## config.mk

```make
export PLATFORM = sky130hd
export DESIGN_NAME = chip8_instruction_execute_top
export DESIGN_NICKNAME = d
export VERILOG_FILES = /design/src/hdl/c8ie_pkg.sv /design/src/hdl/c8ie_vreg_file.sv /design/src/hdl/c8ie_stack.sv /design/src/hdl/c8ie_exec.sv /design/src/hdl/chip8_instruction_execute_top.sv
export SDC_FILE = /design/constraint.sdc
export NUM_CORES = 1
export LEC_CHECK = 0
export ABC_AREA = 1
export BUFFER_PORTS_ARGS = -buffer_cell sky130_fd_sc_hd__buf_2
export CORE_MARGIN = 5
export CORE_UTILIZATION = 45
export CTS_CLUSTER_DIAMETER = 120
export CTS_CLUSTER_SIZE = 30
export DETAILED_ROUTE_END_ITERATION = 8
export PLACE_DENSITY_LB_ADDON = 0.12
export SLEW_MARGIN = 20
export SYNTH_ARGS = -nofsm -noshare
export SYNTH_HDL_FRONTEND = slang
export SYNTH_HIERARCHICAL = 1
export SYNTH_SLANG_ARGS = --single-unit
export TNS_END_PERCENT = 1
```

## constraint.sdc

```tcl
create_clock -name aclk -period 3.8 [get_ports aclk]
set_clock_uncertainty 0.05 [all_clocks]
set_input_delay 0.19 -clock aclk [delete_from_list [all_inputs] [get_ports aclk]]
set_output_delay 0.19 -clock aclk [all_outputs]
set_load 0.005 [all_outputs]
```

## src/hdl/c8ie_pkg.sv

```systemverilog
`timescale 1ns / 1ps
`default_nettype none
// ----------------------------------------------------------------------------
// c8ie_pkg
// Shared types and constants for the CHIP-8 instruction execute block.
// ----------------------------------------------------------------------------
package c8ie_pkg;

    localparam int unsigned PC_W   = 12;
    localparam int unsigned VREG_W = 8;
    localparam int unsigned VIDX_W = 4;
    localparam int unsigned VREG_N = 16;

    localparam logic [PC_W-1:0]   RESET_START_ADDR = 12'h200;
    localparam logic [VIDX_W-1:0] FLAG_REG         = 4'hF;
    localparam logic [11:0]       NNN_RETURN       = 12'h0EE;

    // major opcode (top nibble)
    localparam logic [3:0] OP_SYS        = 4'h0;
    localparam logic [3:0] OP_JUMP       = 4'h1;
    localparam logic [3:0] OP_CALL       = 4'h2;
    localparam logic [3:0] OP_SKEQ_IMM   = 4'h3;
    localparam logic [3:0] OP_SKNE_IMM   = 4'h4;
    localparam logic [3:0] OP_SKEQ_REG   = 4'h5;
    localparam logic [3:0] OP_LOAD_IMM   = 4'h6;
    localparam logic [3:0] OP_ADD_IMM    = 4'h7;
    localparam logic [3:0] OP_ALU        = 4'h8;
    localparam logic [3:0] OP_SKNE_REG   = 4'h9;
    localparam logic [3:0] OP_LOAD_INDEX = 4'hA;

    // 8XYn function codes
    localparam logic [3:0] FN_MOV = 4'h0;
    localparam logic [3:0] FN_OR  = 4'h1;
    localparam logic [3:0] FN_AND = 4'h2;
    localparam logic [3:0] FN_XOR = 4'h3;
    localparam logic [3:0] FN_ADD = 4'h4;
    localparam logic [3:0] FN_SUB = 4'h5;
    localparam logic [3:0] FN_SHR = 4'h6;
    localparam logic [3:0] FN_RSB = 4'h7;
    localparam logic [3:0] FN_SHL = 4'hE;

    typedef enum logic [1:0] {
        ST_OK        = 2'd0,
        ST_OVERFLOW  = 2'd1,
        ST_UNDERFLOW = 2'd2,
        ST_UNHANDLED = 2'd3
    } status_t;

    // register file write produced by one executed item
    typedef struct packed {
        logic              rw;
        logic [VIDX_W-1:0] num;
        logic [VREG_W-1:0] val;
        logic              fw;
        logic              fval;
    } vwrite_t;

endpackage : c8ie_pkg
`default_nettype wire

```

## src/hdl/c8ie_vreg_file.sv

```systemverilog
`timescale 1ns / 1ps
`default_nettype none
// ----------------------------------------------------------------------------
// c8ie_vreg_file
// V0..VE in a two-read-port synchronous memory with per-entry valid bits,
// VF in a flop. Reads are registered; a write landing on the read edge is
// forwarded.
// ----------------------------------------------------------------------------
module c8ie_vreg_file (
    input  wire logic                          aclk,
    input  wire logic                          aresetn,
    input  wire logic                          rd_en,
    input  wire logic [c8ie_pkg::VIDX_W-1:0]   rd_x,
    input  wire logic [c8ie_pkg::VIDX_W-1:0]   rd_y,
    input  c8ie_pkg::vwrite_t                  wr,
    output logic      [c8ie_pkg::VREG_W-1:0]   vx,
    output logic      [c8ie_pkg::VREG_W-1:0]   vy
);
    import c8ie_pkg::*;

    logic [VREG_W-1:0] mem [VREG_N];
    logic [VREG_N-1:0] vld_reg;
    logic [VREG_W-1:0] vf_reg;

    logic [VREG_W-1:0] rdx_reg, rdy_reg;
    logic              vldx_reg, vldy_reg;
    logic [VIDX_W-1:0] x_reg, y_reg;
    vwrite_t           byp_reg;
    logic              mem_we;

    assign mem_we = wr.rw && (wr.num != FLAG_REG);

    always_ff @(posedge aclk) begin
        if (mem_we) begin
            mem[wr.num] <= wr.val;
        end
        if (rd_en) begin
            rdx_reg <= mem[rd_x];
            rdy_reg <= mem[rd_y];
            x_reg   <= rd_x;
            y_reg   <= rd_y;
            byp_reg <= wr;
        end
    end

    always_ff @(posedge aclk) begin
        if (!aresetn) begin
            vld_reg  <= '0;
            vldx_reg <= 1'b0;
            vldy_reg <= 1'b0;
            vf_reg   <= '0;
        end else begin
            if (mem_we) begin
                vld_reg[wr.num] <= 1'b1;
            end
            if (rd_en) begin
                vldx_reg <= vld_reg[rd_x];
                vldy_reg <= vld_reg[rd_y];
            end
            // flag write lands last
            if (wr.fw) begin
                vf_reg <= {{(VREG_W-1){1'b0}}, wr.fval};
            end else if (wr.rw && (wr.num == FLAG_REG)) begin
                vf_reg <= wr.val;
            end
        end
    end

    always_comb begin
        priority if (x_reg == FLAG_REG) begin
            vx = vf_reg;
        end else if (byp_reg.rw && (byp_reg.num == x_reg)) begin
            vx = byp_reg.val;
        end else if (vldx_reg) begin
            vx = rdx_reg;
        end else begin
            vx = '0;
        end
    end

    always_comb begin
        priority if (y_reg == FLAG_REG) begin
            vy = vf_reg;
        end else if (byp_reg.rw && (byp_reg.num == y_reg)) begin
            vy = byp_reg.val;
        end else if (vldy_reg) begin
            vy = rdy_reg;
        end else begin
            vy = '0;
        end
    end

endmodule : c8ie_vreg_file
`default_nettype wire

```

## src/hdl/c8ie_stack.sv

```systemverilog
`timescale 1ns / 1ps
`default_nettype none
// ----------------------------------------------------------------------------
// c8ie_stack
// Return address stack memory, one write and one registered read port.
// A push on the read edge is forwarded (push and next pop hit one entry).
// ----------------------------------------------------------------------------
module c8ie_stack #(
    parameter int unsigned STACK_DEPTH = 16,
    parameter int unsigned AW          = 4
) (
    input  wire logic                        aclk,
    input  wire logic                        wr_en,
    input  wire logic [AW-1:0]               wr_addr,
    input  wire logic [c8ie_pkg::PC_W-1:0]   wr_data,
    input  wire logic                        rd_en,
    input  wire logic [AW-1:0]               rd_addr,
    output logic      [c8ie_pkg::PC_W-1:0]   rd_data
);
    import c8ie_pkg::*;

    logic [PC_W-1:0] mem [STACK_DEPTH];
    logic [PC_W-1:0] rd_reg;
    logic [PC_W-1:0] byp_data_reg;
    logic            byp_reg;

    always_ff @(posedge aclk) begin
        if (wr_en) begin
            mem[wr_addr] <= wr_data;
        end
        if (rd_en) begin
            rd_reg       <= mem[rd_addr];
            byp_reg      <= wr_en;
            byp_data_reg <= wr_data;
        end
    end

    assign rd_data = byp_reg ? byp_data_reg : rd_reg;

endmodule : c8ie_stack
`default_nettype wire

```

## src/hdl/c8ie_exec.sv

```systemverilog
`timescale 1ns / 1ps
`default_nettype none
// ----------------------------------------------------------------------------
// c8ie_exec
// Decode and execute of one instruction: next pc, index, stack move,
// register file write and status.
// ----------------------------------------------------------------------------
module c8ie_exec #(
    parameter int unsigned STACK_DEPTH = 16,
    parameter int unsigned CW          = 5,
    parameter int unsigned AW          = 4
) (
    input  wire logic [15:0]                   ins,
    input  wire logic [c8ie_pkg::PC_W-1:0]     pc,
    input  wire logic [c8ie_pkg::PC_W-1:0]     idx,
    input  wire logic [CW-1:0]                 cnt,
    input  wire logic [c8ie_pkg::VREG_W-1:0]   vx,
    input  wire logic [c8ie_pkg::VREG_W-1:0]   vy,
    input  wire logic [c8ie_pkg::PC_W-1:0]     stack_top,
    output logic      [c8ie_pkg::PC_W-1:0]     pc_next,
    output logic      [c8ie_pkg::PC_W-1:0]     idx_next,
    output logic      [CW-1:0]                 cnt_next,
    output logic                               push,
    output logic      [AW-1:0]                 push_addr,
    output logic      [c8ie_pkg::PC_W-1:0]     push_data,
    output c8ie_pkg::vwrite_t                  wr,
    output c8ie_pkg::status_t                  status
);
    import c8ie_pkg::*;

    localparam logic [CW-1:0] CNT_FULL = CW'(STACK_DEPTH);

    logic [3:0]        op, x, n;
    logic [7:0]        nn;
    logic [PC_W-1:0]   nnn, pc_inc, pc_skip;
    logic [VREG_W:0]   sum, dif, rdif;

    assign op      = ins[15:12];
    assign x       = ins[11:8];
    assign n       = ins[3:0];
    assign nn      = ins[7:0];
    assign nnn     = ins[11:0];
    assign pc_inc  = pc + PC_W'(2);
    assign pc_skip = pc + PC_W'(4);
    assign sum     = {1'b0, vx} + {1'b0, vy};
    assign dif     = {1'b0, vx} - {1'b0, vy};
    assign rdif    = {1'b0, vy} - {1'b0, vx};

    assign push_addr = cnt[AW-1:0];
    assign push_data = pc_inc;

    always_comb begin
        pc_next  = pc_inc;
        idx_next = idx;
        cnt_next = cnt;
        push     = 1'b0;
        wr       = '0;
        status   = ST_OK;
        unique case (op)
            OP_SYS: begin
                if (nnn == NNN_RETURN) begin
                    if (cnt == '0) begin
                        status = ST_UNDERFLOW;
                    end else begin
                        cnt_next = cnt - CW'(1);
                        pc_next  = stack_top;
                    end
                end else begin
                    status = ST_UNHANDLED;
                end
            end
            OP_JUMP: pc_next = nnn;
            OP_CALL: begin
                if (cnt >= CNT_FULL) begin
                    status = ST_OVERFLOW;
                end else begin
                    push     = 1'b1;
                    cnt_next = cnt + CW'(1);
                    pc_next  = nnn;
                end
            end
            OP_SKEQ_IMM: if (vx == nn) pc_next = pc_skip;
            OP_SKNE_IMM: if (vx != nn) pc_next = pc_skip;
            OP_SKEQ_REG: if (vx == vy) pc_next = pc_skip;
            OP_SKNE_REG: if (vx != vy) pc_next = pc_skip;
            OP_LOAD_IMM: begin
                wr.rw = 1'b1;
                wr.val = nn;
            end
            OP_ADD_IMM: begin
                wr.rw = 1'b1;
                wr.val = vx + nn;
            end
            OP_ALU: begin
                wr.rw = 1'b1;
                unique case (n)
                    FN_MOV: wr.val = vy;
                    FN_OR:  wr.val = vx | vy;
                    FN_AND: wr.val = vx & vy;
                    FN_XOR: wr.val = vx ^ vy;
                    FN_ADD: begin
                        wr.val = sum[VREG_W-1:0];
                        wr.fw = 1'b1;
                        wr.fval = sum[VREG_W];
                    end
                    FN_SUB: begin
                        wr.val = dif[VREG_W-1:0];
                        wr.fw = 1'b1;
                        wr.fval = ~dif[VREG_W];
                    end
                    FN_SHR: begin
                        wr.val = {1'b0, vx[VREG_W-1:1]};
                        wr.fw = 1'b1;
                        wr.fval = vx[0];
                    end
                    FN_RSB: begin
                        wr.val = rdif[VREG_W-1:0];
                        wr.fw = 1'b1;
                        wr.fval = ~rdif[VREG_W];
                    end
                    FN_SHL: begin
                        wr.val = {vx[VREG_W-2:0], 1'b0};
                        wr.fw = 1'b1;
                        wr.fval = vx[VREG_W-1];
                    end
                    default: begin
                        wr.rw = 1'b0;
                        status = ST_UNHANDLED;
                    end
                endcase
            end
            OP_LOAD_INDEX: idx_next = nnn;
            default: status = ST_UNHANDLED;
        endcase
        if (wr.rw) begin
            wr.num = x;
        end
    end

endmodule : c8ie_exec
`default_nettype wire

```

## src/hdl/chip8_instruction_execute_top.sv

```systemverilog
`timescale 1ns / 1ps
`default_nettype none
// ----------------------------------------------------------------------------
// chip8_instruction_execute_top
// CHIP-8 instruction execute core with V register file and return stack.
// ----------------------------------------------------------------------------
// One instruction item per clock while results are taken. An item is
// accepted into the execute stage, where the V register file and stack
// memories are read; the result moves into the output register once that
// register is empty or its item is taken. The rate is set by the
// read/modify/write of the V register memory, which forwards the previous
// item's write to the next item's operands. Reset needs no clearing pass:
// V registers read as zero until written. Writing cfg_start_address also
// loads the program counter; only do so while no item is in flight.
// ----------------------------------------------------------------------------
module chip8_instruction_execute_top #(
    parameter int unsigned STACK_DEPTH = 16
) (
    input  wire logic        aclk,
    input  wire logic        aresetn,
    input  wire logic        cfg_valid,
    output logic             cfg_ready,
    input  wire logic [11:0] cfg_start_address,
    input  wire logic        s_valid,
    output logic             s_ready,
    input  wire logic [15:0] s_instruction,
    output logic             m_valid,
    input  wire logic        m_ready,
    output logic [11:0]      m_pc_value,
    output logic [11:0]      m_index_value,
    output logic             m_reg_written,
    output logic [3:0]       m_reg_number,
    output logic [7:0]       m_vreg_data,
    output logic             m_flag_written,
    output logic             m_flag_value,
    output logic [1:0]       m_status
);
    import c8ie_pkg::*;

    localparam int unsigned CW = $clog2(STACK_DEPTH + 1);
    localparam int unsigned AW = (STACK_DEPTH > 1) ? $clog2(STACK_DEPTH) : 1;

    logic            accept, ex_fire;
    logic            ex_valid_reg, m_valid_reg;
    logic [15:0]     ins_reg;
    logic [PC_W-1:0] pc_reg, idx_reg;
    logic [CW-1:0]   cnt_reg, cnt_after;

    logic [VREG_W-1:0] vx, vy;
    logic [PC_W-1:0]   stack_top;
    logic [PC_W-1:0]   pc_next, idx_next, push_data;
    logic [CW-1:0]     cnt_next;
    logic              push;
    logic [AW-1:0]     push_addr, pop_addr;
    vwrite_t           ex_wr, vwr;
    status_t           ex_status;

    logic [PC_W-1:0]   out_pc_reg, out_idx_reg;
    vwrite_t           out_wr_reg;
    status_t           out_status_reg;

    assign cfg_ready = 1'b1;
    assign ex_fire   = ex_valid_reg && (!m_valid_reg || m_ready);
    assign s_ready   = !ex_valid_reg || ex_fire;
    assign accept    = s_valid && s_ready;

    // writes only leave the execute stage when it fires
    assign vwr       = ex_fire ? ex_wr : '0;
    assign cnt_after = ex_fire ? cnt_next : cnt_reg;
    assign pop_addr  = AW'(cnt_after - CW'(1));

    c8ie_vreg_file u_vregs (
        .aclk    (aclk),
        .aresetn (aresetn),
        .rd_en   (accept),
        .rd_x    (s_instruction[11:8]),
        .rd_y    (s_instruction[7:4]),
        .wr      (vwr),
        .vx      (vx),
        .vy      (vy)
    );

    c8ie_stack #(
        .STACK_DEPTH (STACK_DEPTH),
        .AW          (AW)
    ) u_stack (
        .aclk    (aclk),
        .wr_en   (ex_fire && push),
        .wr_addr (push_addr),
        .wr_data (push_data),
        .rd_en   (accept),
        .rd_addr (pop_addr),
        .rd_data (stack_top)
    );

    c8ie_exec #(
        .STACK_DEPTH (STACK_DEPTH),
        .CW          (CW),
        .AW          (AW)
    ) u_exec (
        .ins       (ins_reg),
        .pc        (pc_reg),
        .idx       (idx_reg),
        .cnt       (cnt_reg),
        .vx        (vx),
        .vy        (vy),
        .stack_top (stack_top),
        .pc_next   (pc_next),
        .idx_next  (idx_next),
        .cnt_next  (cnt_next),
        .push      (push),
        .push_addr (push_addr),
        .push_data (push_data),
        .wr        (ex_wr),
        .status    (ex_status)
    );

    always_ff @(posedge aclk) begin
        if (!aresetn) begin
            ex_valid_reg <= 1'b0;
            m_valid_reg  <= 1'b0;
            pc_reg       <= RESET_START_ADDR;
            idx_reg      <= '0;
            cnt_reg      <= '0;
        end else begin
            if (accept) begin
                ex_valid_reg <= 1'b1;
            end else if (ex_fire) begin
                ex_valid_reg <= 1'b0;
            end
            if (ex_fire) begin
                m_valid_reg <= 1'b1;
            end else if (m_ready) begin
                m_valid_reg <= 1'b0;
            end
            if (cfg_valid) begin
                pc_reg <= cfg_start_address;
            end else if (ex_fire) begin
                pc_reg <= pc_next;
            end
            if (ex_fire) begin
                idx_reg <= idx_next;
                cnt_reg <= cnt_next;
            end
        end
    end

    always_ff @(posedge aclk) begin
        if (accept) begin
            ins_reg <= s_instruction;
        end
        if (ex_fire) begin
            out_pc_reg     <= pc_next;
            out_idx_reg    <= idx_next;
            out_wr_reg     <= ex_wr;
            out_status_reg <= ex_status;
        end
    end

    assign m_valid        = m_valid_reg;
    assign m_pc_value     = out_pc_reg;
    assign m_index_value  = out_idx_reg;
    assign m_reg_written  = out_wr_reg.rw;
    assign m_reg_number   = out_wr_reg.num;
    assign m_vreg_data    = out_wr_reg.val;
    assign m_flag_written = out_wr_reg.fw;
    assign m_flag_value   = out_wr_reg.fval;
    assign m_status       = out_status_reg;

endmodule : chip8_instruction_execute_top
`default_nettype wire

```

==> Word level (Yosys, flattened, before mapping) <==
Memory sizes are Yosys's and may differ from the RTL's. A register that Yosys moved wholly into a read port is not among the register bits.
Index checks and enable logic that the tools add are counted.
Widths: inputs -> output; s select.
{ "totals": {"latchBits": 0, "word_cells": 155, "in_bits": 33, "reg_bits": 148, "output_inout_bits": 44, "romBits": 0, "ram_bits": 320, "mem_count": 2} }
{ "memory_table": {"columns": ["memory", "depth", "width", "read_ports", "rd_ports_with_merged_regs", "write_ports", "line", "source"], "rows": [
  ["u_stack.mem", 16, 12, 1, 1, 1, "c8ie_stack.sv:22", "logic [PC_W-1:0] mem [STACK_DEPTH];"],
  ["u_vregs.mem", 16, 8, 2, 2, 1, "c8ie_vreg_file.sv:21", "logic [VREG_W-1:0] mem [VREG_N];"]
]} }
{ "classes": {"div_mod_pow": 0, "muxes": 54, "n_reduce_logical": 23, "n_shift": 0, "multipliers": 0, "bitwise": 7, "add_sub_neg": 9, "n_eq_ne": 29, "order_cmp": 5} }
{ "ops": {"columns": ["operator", "count"], "rows": [
  ["$mux 12", 11],
  ["$pmux 12 s7", 1],
  ["$pmux 8 s9", 1],
  ["$mux 8", 6],
  ["$eq 4x3->1 const B", 8],
  ["$eq 4x4->1 const B", 7],
  ["$pmux 8 s3", 1],
  ["$mux 5", 4],
  ["$sub 8x8->9", 2],
  ["$mux 1", 17],
  ["$eq 4x2->1 const B", 4],
  ["$eq 8x8->1", 2],
  ["$ne 8x8->1", 2],
  ["$or 16x16->16", 1],
  ["$lt 4x5->1 const B", 3],
  ["$mux 15", 1],
  ["$add 12x2->12 const B", 1],
  ["$add 12x3->12 const B", 1],
  ["$eq 12x8->1 const B", 1],
  ["$pmux 2 s5", 1],
  ["$pmux 5 s2", 1],
  ["$add 8x8->9", 1],
  ["$reduce_or 9->1", 1],
  ["$add 8x8->8", 1],
  ["26 further kinds", 48]
]} }

==> Depth between registers and ports, before layout <==
Gate-level depths: netlist of run 1.
{ "logic_depth": {"depth_word": 14, "depth_mapped": 26, "depth_no_buf": 25} }

==> Hierarchy <==
The synthesis of run 1 kept the hierarchy.
{ "modules_own_cells": {"columns": ["module", "cells_each", "area_each_um2", "seq_area_each_um2", "n_inst"], "rows": [
  ["c8ie_vreg_file", 990, 9429.0, 5475.3, 1],
  ["c8ie_stack", 841, 9220.1, 6516.2, 1],
  ["c8ie_exec", 666, 3602.2, 0.0, 1],
  ["chip8_instruction_execute_top", 272, 3213.1, 2332.2, 1]
]} }

==> Worst setup path after synthesis of run 1 <==
OpenSTA, ideal clock, no wires.
{ "synth_timing": {"path_kind": "reg-to-reg", "startpoint": "register u_vregs/byp_reg[10] (netlist bit)", "endpoint": "register u_vregs/byp_reg[8] (netlist bit) (data pin)", "stages_incl_launch_ff": 21, "t_arrival_ns": 3.060, "period_less_slack_ns": 3.397, "path_slack_ns": 0.403, "path_buffers": 0, "setup_time_ns": 0.288, "required_time_ns": 3.462, "path_cell_list": "edfxtp_1 -> nand2_1 -> o21ai_1 -> nor2_4 -> nand3_4 -> nand2_1 -> nand3_1 -> nand2_1 -> inv_1 -> fa_1 -> nor2_1 -> o21ai_0 -> nand2_1 -> nand2_1 -> nand3_1 -> nand3_1 -> nand4_1 -> nand2_1 -> nand2_1 -> inv_1 -> nor2_1"} }
{ "synth_lines": {"columns": ["item", "line", "source"], "rows": [
  ["start, declared", "c8ie_vreg_file.sv:28", "vwrite_t byp_reg;"],
  ["start signal, assigned", "c8ie_vreg_file.sv:42", "byp_reg <= wr;"]
]} }

==> results of run 1 <==
logic make-up after synthesis:
kind of cell	Yosys count	share of synthesized area (%)
simple gates	1307	22.4
xor+xnor	23	0.791
mux	13	0.575
compound gates	360	8.43
flops	496	56.2
fa+ha+maj	49	2.53
other cells	2	0.0295
buf+inv	519	8.97
path summary, 6_finish.rpt:
check | to | slack, ns | startpoint
max | u_vregs/mem[3][4]$_DFFE_PP_ | 0.19 | u_vregs/x_reg[1]$_DFFE_PP_
min reg2reg | u_vregs/vld_reg[15]$_SDFFE_PN0P_ | 0.41 | u_vregs/vld_reg[15]$_SDFFE_PN0P_
max reg2reg | u_vregs/mem[3][4]$_DFFE_PP_ | 0.19 | u_vregs/x_reg[1]$_DFFE_PP_
min | u_vregs/y_reg[3]$_DFFE_PP_ | 0.05 | s_instruction[7]
repair_timing:
item / 4_1_cts / 5_1_grt
endpoints found under the hold margin: 24 / 0
hold buffers: 26 / 0
endpoints found under the setup margin: 0 / 90
buffers inserted: 0 / 9
resized for setup: 0 / 43
power by group through the flow:
stage          clock network (mW)  registers [mW]  logic (mW)
6_report                     2.81            6.18        1.98
5_1_grt                      3.09            6.20        2.18
4_1_cts                      2.91            6.18        1.95
3_5_place_dp                    0            6.31        1.92
3_3_place_gp                    0            6.30        1.91
2_1_floorplan                   0            6.28        1.27
placed cells by master, fill, tap and decap left out, drive strengths merged, types with 3 or more instances in the layout:
master / instances
a21oi: 115
a22oi: 10
buf: 195
clkbuf: 35
clkinv: 9
conb: 9
dfxtp: 57
dlygate4sd3: 26
edfxtp: 439
fa: 4
ha: 45
inv: 390
mux2: 13
nand2: 676
nand3: 344
nand3b: 4
nand4: 35
nor2: 226
nor3: 15
o211ai: 67
o21ai: 140
o21bai: 3
o22ai: 16
or2: 6
xnor2: 6
xor2: 17
metal layers:
layer / track usage, % / routed length [microns] / up-vias / part of all wire (%)
met1: 31.8 / 31700 / 9478 / 43
met4: 6.49 / 2420 / 0 / 3.3
met5: 0 / 0 / - / 0
met2: 40.4 / 36000 / 629 / 49
met3: 2.42 / 3990 / 118 / 5.4
li1: - / - / 9475 / -
stage by stage:
step | hold WS, ns | util, %
finish | 0.0475 | 50.0
global route | 0.0120 | 50.0
CTS | 0.00517 | 49.7
detailed placement | 0.324 | 48.1
global placement | 0.325 | 48.1
floorplan | 0.238 | -
layout make-up:
cell class | count | share of cell area (%)
multi-input combinational | 1762 | 32.0
tap | 756 | 3.36
timing repair inverter | 1 | 0.0178
clock inverter | 4 | 0.218
timing repair buffer | 222 | 6.15
sequential | 496 | 50.9
inverter | 395 | 5.30
clock buffer | 34 | 2.04
==> summary.txt, run 1 <==
===================================================================================
Kind of capture point of the worst setup path                                  flop
Path category of the worst min-delay check                             input pin to flop
Critical Path Fanout Max                                                          9
Cell area after placement                                               27100 sq um
Setup repair after global routing missed its margin                            true
H-tree depth                                                                      1
Required time reported for the critical path endpoint                       4.08 ns
Setup WS post-layout                                                       0.186 ns
Final slew viol count                                                             0
Die Outline Area                                                        61400 sq um
Period utilization                                                            95.1%
Final-report hold violation count                                                 0
Crit path max-delay family                                             simple AND/OR/NAND/NOR gates
Maximum number of pins on one net before global-route repair                     83
Total DRC errors in the routed layout                                             0
Number of warnings printed during yosys synthesis                                 6
Final RePlAce weighted congestion                                             0.940
Root Buffer                                                               clkbuf_16
Min-Delay Path Depth                                                              1
Most Frequent Cell on Critical Path                                         nand2_1
Number of inserted filler cells in the final layout                            5256
Floorplan die width                                                     248 microns
Share of the yosys chip area belonging to registers                           56.3%
Area growth from synthesis to layout                                          10.5%
VDD IR-drop max                                                            0.307 mV
Count of placed standard cells in the final layout, fillers left out           3670
Number of cells on the critical path                                             21
Multi-input gate area in the final layout                                9010 sq um
Distinct cell type count after synthesis                                         51
Setup CP Type                                                          flop to flop
Number of maximum-capacitance constraint violations                               0
Power per cell area                                                     390 nW/um^2
Pre-CTS setup slack                                                       0.0735 ns
Number of standard cells after synthesis                                       2769
Achievable Freq                                                             277 MHz
Leakage                                                                     11.7 nW
Synth top area share                                                          51.8%
Iteration count of the initial detailed-routing pass                              6
Overall via count from detail_route                                           19.7k
Slowest CP cell                                                            edfxtp_1
Most frequent cells after synthesis                                    652 x nand2_1, 439 x edfxtp_1, 381 x inv_1
Synth top area cells                                                   edfxtp_1 52%, nand2_1 9.6%, nand3_1 6.6%
Final standard cell area without fillers                                28100 sq um
Fraction of power spent switching nets                                        28.5%
Overflow left after global routing                                                0
PnR Total Power                                                             11.0 mW
Number of antenna violations at the first check in global routing                 1
Final setup fails                                                                 0
Antenna diode count                                                               0
Clock buffers created by TritonCTS                                               21
Chain of cells forming the critical path                               o21ai_4 > nor2_4 > nand3_4 > nand2_1 > nand3_1 > nand2_1 > buf_4 > ha_1 > fa_2 > nor2_2 > o21ai_1 > nand2_1 > xor2_1 > nor2_1 > nor2_1 > nand2_1 > nand2_1 > nand2_1 > inv_1 > nor2_4 > clkbuf_4
Rel. slew slack                                                               27.2%
Maximum number of buffers from clock root to sink                                 3
Synth Register Bits                                                             496
Most used flip-flop cell after synthesis                                   edfxtp_1
Switching power of the nets                                                 3.13 mW
Share of synthesized registers carrying an async set or reset                    0%
Clock tree from TritonCTS                                                     built
Largest Register                                                        u_stack/mem
Count of pins on the block boundary                                              77
Worst-skew pair later-pin latency                                           0.59 ns
Mean instance size in the synthesized netlist                            9.20 sq um
Detailed-placement wirelength estimate                                 51000 microns
Placed cell count                                                              3594
Iter 0 DRT Violations                                                          1554
Max incr delay on CP                                                        0.49 ns
Drt total wl                                                           74200 microns
Final TNS setup                                                                0 ns
Average via count per standard cell                                            5.37
Combinational power share                                                     18.1%
Port bufs                                                                        75
Worst-path clk slew                                                         0.12 ns
Internal cell power                                                         7.84 mW
Worst path buffer plus inverter count                                             3
Min Clock Period, post-route                                                3.61 ns
Number of placement rows                                                         87
Combined area of all synthesized cells                                  25500 sq um
Global-route wire length before repair                                 111000 microns
Post-route antenna net violation count                                            0
EDFF count, synth                                                               439
Slew of the pin with the lowest slew margin                                 1.09 ns
CP Launch Type                                                                 flop
Clock sink total                                                                496
Via count of the first global-routing pass                                    18.6k
Most numerous cell in the Yosys netlist                                     nand2_1
Wire per inst                                                          20.2 microns
DIE HEIGHT                                                              248 microns
Number of flip-flops in the largest register                                    192
Core Footprint                                                          56300 sq um
Worst R2R Path Depth                                                             21
Cell taking the most area after synthesis                                  edfxtp_1
Fin nets                                                                       2981
Fraction of final layout cells sized beyond drive strength 1                  12.1%
Arrival time at the worst endpoint                                          3.89 ns
Clock share of power                                                          25.6%
Global Route Usage Sum                                                        23.5%
Relative contribution of sequential cells to total power                      56.4%
Outcome                                                                finished, final reports clean
Starting utilization of the core area                                         45.2%
Sequential cell area                                                    14300 sq um
Registers with the highest flip-flop counts                            u_stack/mem x192, u_vregs/mem x128
===================================================================================
(Power assumes the default switching activity.)
==> run 2: changes to the inputs <==
- ABC_AREA: 1 -> unset
==> summary.txt, run 2 <==
================================================================================
Port bufs                                                                     75
Rel. slew slack                                                            32.1%
Share of synthesized registers carrying an async set or reset                 0%
Fraction of final layout cells sized beyond drive strength 1               30.9%
Starting utilization of the core area                                      45.7%
Count of pins on the block boundary                                           77
Final setup fails                                                             18
Via count of the first global-routing pass                                 15.2k
Global-route wire length before repair                              97000 microns
Amount of wire on met2 after detailed routing                       30100 microns
Core Footprint                                                       52800 sq um
Worst path buffer plus inverter count                                          3
Clock tree from TritonCTS                                                  built
Final slew viol count                                                          0
Commonest non-fill, non-tap cell in the layout                          edfxtp_1
Met1 Routed Length                                                  29800 microns
CP Launch Type                                                              flop
Synth top area share                                                       54.7%
Largest family of logic cells by synthesized area                   multiplexers
Synth Area in Simple Gates                                                 8.77%
Final-report hold violation count                                              0
Registers with the highest flip-flop counts                         u_stack/mem x192, u_vregs/mem x128
R2r startpoint                                                      u_vregs/byp_reg[11]$_DFFE_PP_
Drt total wl                                                        64900 microns
Register-to-register setup slack                                        -0.08 ns
Number of warnings printed during yosys synthesis                              6
Average via count per standard cell                                         6.07
Period utilization                                                          102%
Max incr delay on CP                                                     0.48 ns
Worst-path clk slew                                                      0.12 ns
Maximum number of pins on one net before global-route repair                  56
Setup repair after global routing missed its margin                         true
Wire per inst                                                       25.4 microns
Clock buffers created by TritonCTS                                            20
Switching power of the nets                                              2.23 mW
Multi-input gate area in the final layout                             9810 sq um
Mean instance size in the synthesized netlist                         15.0 sq um
Synth Area in Adders                                                       2.67%
Cell taking the most area after synthesis                               edfxtp_1
Total DRC errors in the routed layout                                          0
Die Outline Area                                                     58200 sq um
Clock share of power                                                       27.6%
Setup WS post-layout                                                  -0.0768 ns
Final standard cell area without fillers                             28200 sq um
Min Clock Period, post-route                                             3.88 ns
DIE HEIGHT                                                           241 microns
Sequential cell area                                                 14300 sq um
Crit path max-delay family                                          simple AND/OR/NAND/NOR gates
Slew of the pin with the lowest slew margin                              1.02 ns
Cell area after placement                                            26500 sq um
Combinational power share                                                   9.4%
Internal cell power                                                      7.43 mW
Number of standard cells after synthesis                                    1608
Worst R2R Path Depth                                                          15
Post-route antenna net violation count                                         0
Slowest CP cell                                                         edfxtp_1
Floorplan die width                                                  241 microns
Final RePlAce weighted congestion                                          0.915
Leakage                                                                  10.1 nW
Endpoint of the worst-slack reg-to-reg timing path                  u_vregs/mem[9][7]$_DFFE_PP_
Antenna diode count                                                            0
Root Buffer                                                            clkbuf_16
Number of antenna violations at the first check in global routing              0
Number of flip-flops in the largest register                                 192
CP endpoint                                                         u_vregs/mem[9][7]$_DFFE_PP_
Number of maximum-capacitance constraint violations                            0
Fraction of power spent switching nets                                     23.1%
Critical Path Start                                                 u_vregs/byp_reg[11]$_DFFE_PP_
Worst-skew pair later-pin latency                                        0.58 ns
Power per cell area                                                  342 nW/um^2
Synth top area cells                                                edfxtp_1 55%, mux4_1 7.1%, mux4_2 6.6%
Required time reported for the critical path endpoint                    4.09 ns
Fraction of the mapped netlist area in compound gates                      7.85%
Kind of capture point of the worst setup path                               flop
Relative contribution of sequential cells to total power                   63.1%
Detailed-placement wirelength estimate                              44100 microns
Clock sink total                                                             496
Combined area of all synthesized cells                               24100 sq um
Most Frequent Cell on Critical Path                                       and3_4
Number of cells on the critical path                                          15
Xor and xnor fraction of the mapped netlist area                           1.53%
Overall via count from detail_route                                        15.5k
Distinct cell type count after synthesis                                      93
Most used flip-flop cell after synthesis                                edfxtp_1
Number of placement rows                                                      84
Iteration count of the initial detailed-routing pass                           7
Mux cell area share after synthesis                                        16.6%
Area growth from synthesis to layout                                       17.2%
Iter 0 DRT Violations                                                       1458
Outcome                                                             complete, but fails checks
Top layer used by detailed routing                                          met4
EDFF count, synth                                                            439
Synth Register Bits                                                          496
Largest Register                                                     u_stack/mem
Overflow left after global routing                                             0
Number of inserted filler cells in the final layout                         4341
Most numerous cell in the Yosys netlist                                 edfxtp_1
Chain of cells forming the critical path                            xnor2_2 > and3_4 > buf_6 > nand4_1 > nand3_2 > inv_2 > ha_4 > nor2b_1 > or3_1 > a221oi_2 > o221ai_1 > a211oi_2 > o22ai_2 > and3_4 > buf_12
Path category of the worst min-delay check                          input pin to flop
Wire length on met3                                                 3780 microns
Arrival time at the worst endpoint                                       4.17 ns
VDD IR-drop max                                                         0.277 mV
PnR Total Power                                                          9.66 mW
Setup CP Type                                                       flop to flop
Achievable Freq                                                          258 MHz
Maximum number of buffers from clock root to sink                              3
Failing checks                                                      negative setup slack
Fin nets                                                                    1940
Critical Path Fanout Max                                                      17
Global Route Usage Sum                                                     21.8%
H-tree depth                                                                   1
Share of the yosys chip area belonging to registers                        59.5%
Most frequent cells in the layout                                   439 x edfxtp_1, 202 x buf_4, 75 x buf_2, 71 x mux4_2, 67 x nor2_1
Most frequent cells after synthesis                                 439 x edfxtp_1, 71 x mux4_2, 71 x nand3_1, 71 x o21ai_0, 68 x nor2_1
================================================================================
## run 2: changes by cell type in the layout (fill, tap and decap cells not counted), moves of 71 or more
cell and change:
nand2_1 -579, inv_1 -353, nand3_1 -281, nor2_1 -139, buf_4 +96, o21ai_0 -78
mux4_2 +71
## run 2: how the worst min path moves through the flow
| stage | startpoint | to | slack (ns) | cells past startpoint |
|---|---|---|---|---|
| 2_1_floorplan | s_instruction[0] | ins_reg[0]$_DFFE_PP_ | 0.24 | 0 |
| 3_3_place_gp | s_instruction[1] | ins_reg[1]$_DFFE_PP_ | 0.33 | 1 |
| 3_5_place_dp | s_instruction[1] | ins_reg[1]$_DFFE_PP_ | 0.33 | 1 |
| 4_1_cts | s_instruction[11] | ins_reg[11]$_DFFE_PP_ | 0.03 | 1 |
| 5_1_grt | s_instruction[11] | ins_reg[11]$_DFFE_PP_ | 0.04 | 1 |
| 6_report | s_instruction[11] | ins_reg[11]$_DFFE_PP_ | 0.07 | 1 |
## run 2: cell type report
class	count	share of cell area (%)
Timing Repair Buffer	327	8.92
Clock inverter	2	0.115
Sequential cell	496	50.7
Inverter	37	0.501
Clock buffer	34	1.96
Multi-Input combinational cell	976	34.7
Tap cell	688	3.05
## run 2: cell families after synthesis
logic type,Yosys count
multiplexers,200
other,2
AO/OA/AOI/OAI,286
adder cells (fa/ha/maj),49
XOR/XNOR,42
AND/OR/NAND/NOR,390
buffers and inverters,143
flip-flops,496
## run 2: metrics by stage
step / cells / util (%) / worst slack (ns) / TNS, ns / hold WS [ns]
after floorplan: 1615 / - / 0.0624 / 0 / 0.239
after global placement: 2485 / 50.2 / -0.322 / -19.61 / 0.326
after detailed placement: 2485 / 50.2 / -0.290 / -21.89 / 0.327
after CTS: 2545 / 52.1 / -0.0532 / -1.84 / 0.0342
after global routing: 2560 / 53.5 / -0.171 / -9.16 / 0.0448
final: 2560 / 53.5 / -0.0768 / -1.31 / 0.0697
## run 2: worst register-to-register path: stages (launching register included)
cell and delay [ns]:
edfxtp_1 0.48, xnor2_2 0.29, and3_4 0.25, buf_6 0.12, nand4_1 0.12, nand3_2 0.13
inv_2 0.06, ha_4 0.33, nor2b_1 0.07, or3_1 0.36, a221oi_2 0.34, o221ai_1 0.18
a211oi_2 0.34, o22ai_2 0.16, and3_4 0.22, buf_12 0.15
## run 2: per-layer routing
metal / vias to the layer above / GRT usage, %
met3: 74 / 2.46
met5: - / 0
li1: 6922 / -
met1: 8013 / 33.8
met2: 538 / 34.1
met4: 0 / 4.09
## run 2: power groups by stage
stage	Clock, mW	Combinational (mW)	Sequential, mW
2_1_floorplan	0	0.499	6.20
3_3_place_gp	0	0.814	6.21
3_5_place_dp	0	0.819	6.21
4_1_cts	2.76	0.853	6.09
5_1_grt	2.95	0.970	6.10
6_report	2.66	0.904	6.09
## run 2: timing repair
| action | in CTS | in global routing |
|---|---|---|
| gates cloned | 0 | 1 |
| endpoints found under the hold margin | 21 | 0 |
| buffers inserted | 2 | 14 |
| hold buffers | 22 | 0 |
| endpoints found under the setup margin | 155 | 158 |
| pin swaps | 11 | 54 |
| resized for setup | 47 | 140 |
==> run 3: changes to the inputs <==
- CORE_MARGIN: 5 -> 2
- SETUP_SLACK_MARGIN: unset -> 0.3
==> summary.txt, run 3 (same netlist as run 2, synthesis figures left out) <==
===================================================================================
Clock sink total                                                                496
Arrival time at the worst endpoint                                          4.16 ns
Worst-path clk slew                                                         0.12 ns
Final standard cell area without fillers                                28700 sq um
Area growth from synthesis to layout                                          19.0%
Register-to-register setup slack                                           -0.07 ns
Worst path buffer plus inverter count                                             4
Slew of the pin with the lowest slew margin                                 1.07 ns
Period utilization                                                             102%
Number of maximum-capacitance constraint violations                               0
Relative contribution of sequential cells to total power                      62.6%
Fin nets                                                                       1956
Sequential cell area                                                    14300 sq um
Wire per inst                                                          25.8 microns
Count of pins on the block boundary                                              77
Clock tree from TritonCTS                                                     built
Failing checks                                                         negative setup slack
Clock share of power                                                          27.9%
R2r startpoint                                                         u_vregs/byp_reg[11]$_DFFE_PP_
Path category of the worst min-delay check                             input pin to flop
Core Util, Final                                                              54.3%
Global-route wire length before repair                                 99100 microns
Min-Delay Path Depth                                                              4
H-tree depth                                                                      1
Placed cell count                                                              2489
Slowest CP cell                                                            edfxtp_1
Count of placed standard cells in the final layout, fillers left out           2576
Final RePlAce weighted congestion                                             0.880
Critical Path Fanout Max                                                         17
Commonest non-fill, non-tap cell in the layout                             edfxtp_1
Final slew viol count                                                             0
Chain of cells forming the critical path                               buf_6 > xnor2_4 > nand3_4 > o21ai_4 > nand3_2 > buf_4 > ha_4 > fa_2 > a21o_1 > a21oi_2 > buf_4 > nor3_1 > o21a_1 > a2111oi_4 > o22ai_2 > and3_4 > buf_12
Achievable Freq                                                             259 MHz
Rel. slew slack                                                               28.5%
Number of inserted filler cells in the final layout                            4295
Core Footprint                                                          52800 sq um
Setup repair after global routing missed its margin                            true
Root Buffer                                                               clkbuf_16
Global Route Usage Sum                                                        23.6%
CP Launch Type                                                                 flop
Worst-skew pair later-pin latency                                           0.58 ns
Fraction of final layout cells sized beyond drive strength 1                  32.6%
Average via count per standard cell                                            6.06
Maximum number of buffers from clock root to sink                                 3
Worst R2R Path Depth                                                             17
Floorplan die width                                                     235 microns
Power per cell area                                                     340 nW/um^2
Iteration count of the initial detailed-routing pass                              5
Clock buffers created by TritonCTS                                               20
Kind of capture point of the worst setup path                                  flop
Most Frequent Cell on Critical Path                                           buf_4
Number of placement rows                                                         84
VDD IR-drop max                                                            0.292 mV
Overflow left after global routing                                                0
Crit path max-delay family                                             compound AO/OA/AOI/OAI gates
Detailed-placement wirelength estimate                                 44400 microns
Setup CP Type                                                          flop to flop
Min Clock Period, post-route                                                3.87 ns
Leakage                                                                     10.2 nW
Starting utilization of the core area                                         45.7%
Final worst hold slack                                                    0.0768 ns
Total DRC errors in the routed layout                                             0
Setup WS post-layout                                                     -0.0672 ns
Number of flip-flops in the largest register                                    192
Antenna diode count                                                               0
Multi-input gate area in the final layout                               10000 sq um
Fraction of power spent switching nets                                        23.3%
Endpoint of the worst-slack reg-to-reg timing path                     u_vregs/mem[1][6]$_DFFE_PP_
Number of antenna violations at the first check in global routing                 0
Outcome                                                                complete, but fails checks
Registers with the highest flip-flop counts                            u_stack/mem x192, u_vregs/mem x128
Worst Hold Launch                                                           m_ready
Via count of the first global-routing pass                                    15.4k
Overall via count from detail_route                                           15.6k
Combinational power share                                                      9.6%
DIE HEIGHT                                                              235 microns
Internal cell power                                                         7.48 mW
Drt total wl                                                           66400 microns
Die Outline Area                                                        55400 sq um
Largest Register                                                        u_stack/mem
PnR Total Power                                                             9.74 mW
Switching power of the nets                                                 2.27 mW
Port bufs                                                                        75
Iter 0 DRT Violations                                                          1431
Post-route antenna net violation count                                            0
Final setup fails                                                                22
Hold path endpoint                                                     cnt_reg[3]$_SDFF_PN0_
Maximum number of pins on one net before global-route repair                     49
Most frequent cells in the layout                                      439 x edfxtp_1, 211 x buf_4, 75 x buf_2, 71 x mux4_2
Max incr delay on CP                                                        0.45 ns
Required time reported for the critical path endpoint                       4.09 ns
Cell area after placement                                               26600 sq um
Final-report hold violation count                                                 0
===================================================================================
-- run 3: cell types whose count changed in the layout (fill, tap and decap cells not counted), moves of 3 or more --
cell	previous run	this run
buf_4	202	211
buf_12	9	16
o21ai_1	9	4
o22ai_1	14	9
o21ai_2	9	13
o22ai_2	3	7
nand3_2	14	11
nand3_4	4	7
-- run 3: power by group through the flow --
stage / sequential [mW] / clock (mW) / combinational [mW]
2_1_floorplan: 6.20 / 0 / 0.501
3_3_place_gp: 6.21 / 0 / 0.808
3_5_place_dp: 6.22 / 0 / 0.817
4_1_cts: 6.09 / 2.78 / 0.883
5_1_grt: 6.11 / 2.95 / 0.994
6_report: 6.10 / 2.72 / 0.931
-- run 3: how the worst max path moves through the flow --
stage / cells past startpoint / to / from
floorplan: 15 / pc_reg[9]$_SDFFE_PN1P_ / u_vregs/x_reg[1]$_DFFE_PP_
global placement: 15 / u_vregs/mem[6][6]$_DFFE_PP_ / u_vregs/byp_reg[11]$_DFFE_PP_
detailed placement: 15 / u_vregs/mem[7][6]$_DFFE_PP_ / u_vregs/byp_reg[11]$_DFFE_PP_
CTS: 15 / pc_reg[10]$_SDFFE_PN0P_ / u_vregs/y_reg[0]$_DFFE_PP_
global route: 14 / pc_reg[9]$_SDFFE_PN1P_ / u_vregs/byp_reg[11]$_DFFE_PP_
finish: 17 / u_vregs/mem[1][6]$_DFFE_PP_ / u_vregs/byp_reg[11]$_DFFE_PP_
-- run 3: layout make-up --
cell class	count	area share, %
clock buffers	34	2.00
clock inverters	2	0.0742
inverters	37	0.493
multi-input cells	978	35.0
flip-flops and latches	496	50.0
well taps	688	3.00
repair buffers	341	9.40
-- run 3: routing by layer --
layer / global-route usage (%) / vias to the layer above / part of all wire [%]
met5: 0 / - / 0
met4: 4.28 / 0 / 1.4
met3: 2.67 / 60 / 5.5
met2: 36.9 / 493 / 46
met1: 36.0 / 8082 / 47
li1: - / 6971 / -
-- run 3: timing repair --
item,in CTS,in global routing
gates cloned,2,0
setup endpoints to repair,168,183
hold buffers,22,0
buffers inserted,12,15
resized for setup,119,99
pin swaps,42,57
endpoints found under the hold margin,21,0
-- run 3: metrics by stage --
stage                     TNS [ns]  setup WS [ns]
after floorplan                  0          0.265
after global placement      -41.25         -0.938
after detailed placement    -42.07         -0.941
after CTS                        0         0.0197
after global routing        -10.48         -0.214
final                        -1.14        -0.0672
-- run 3: tightest hold or removal path: stages --
cell,delay (ns)
buf_2,0.08
nand2b_2,0.19
nand3_1,0.10
a21oi_1,0.12
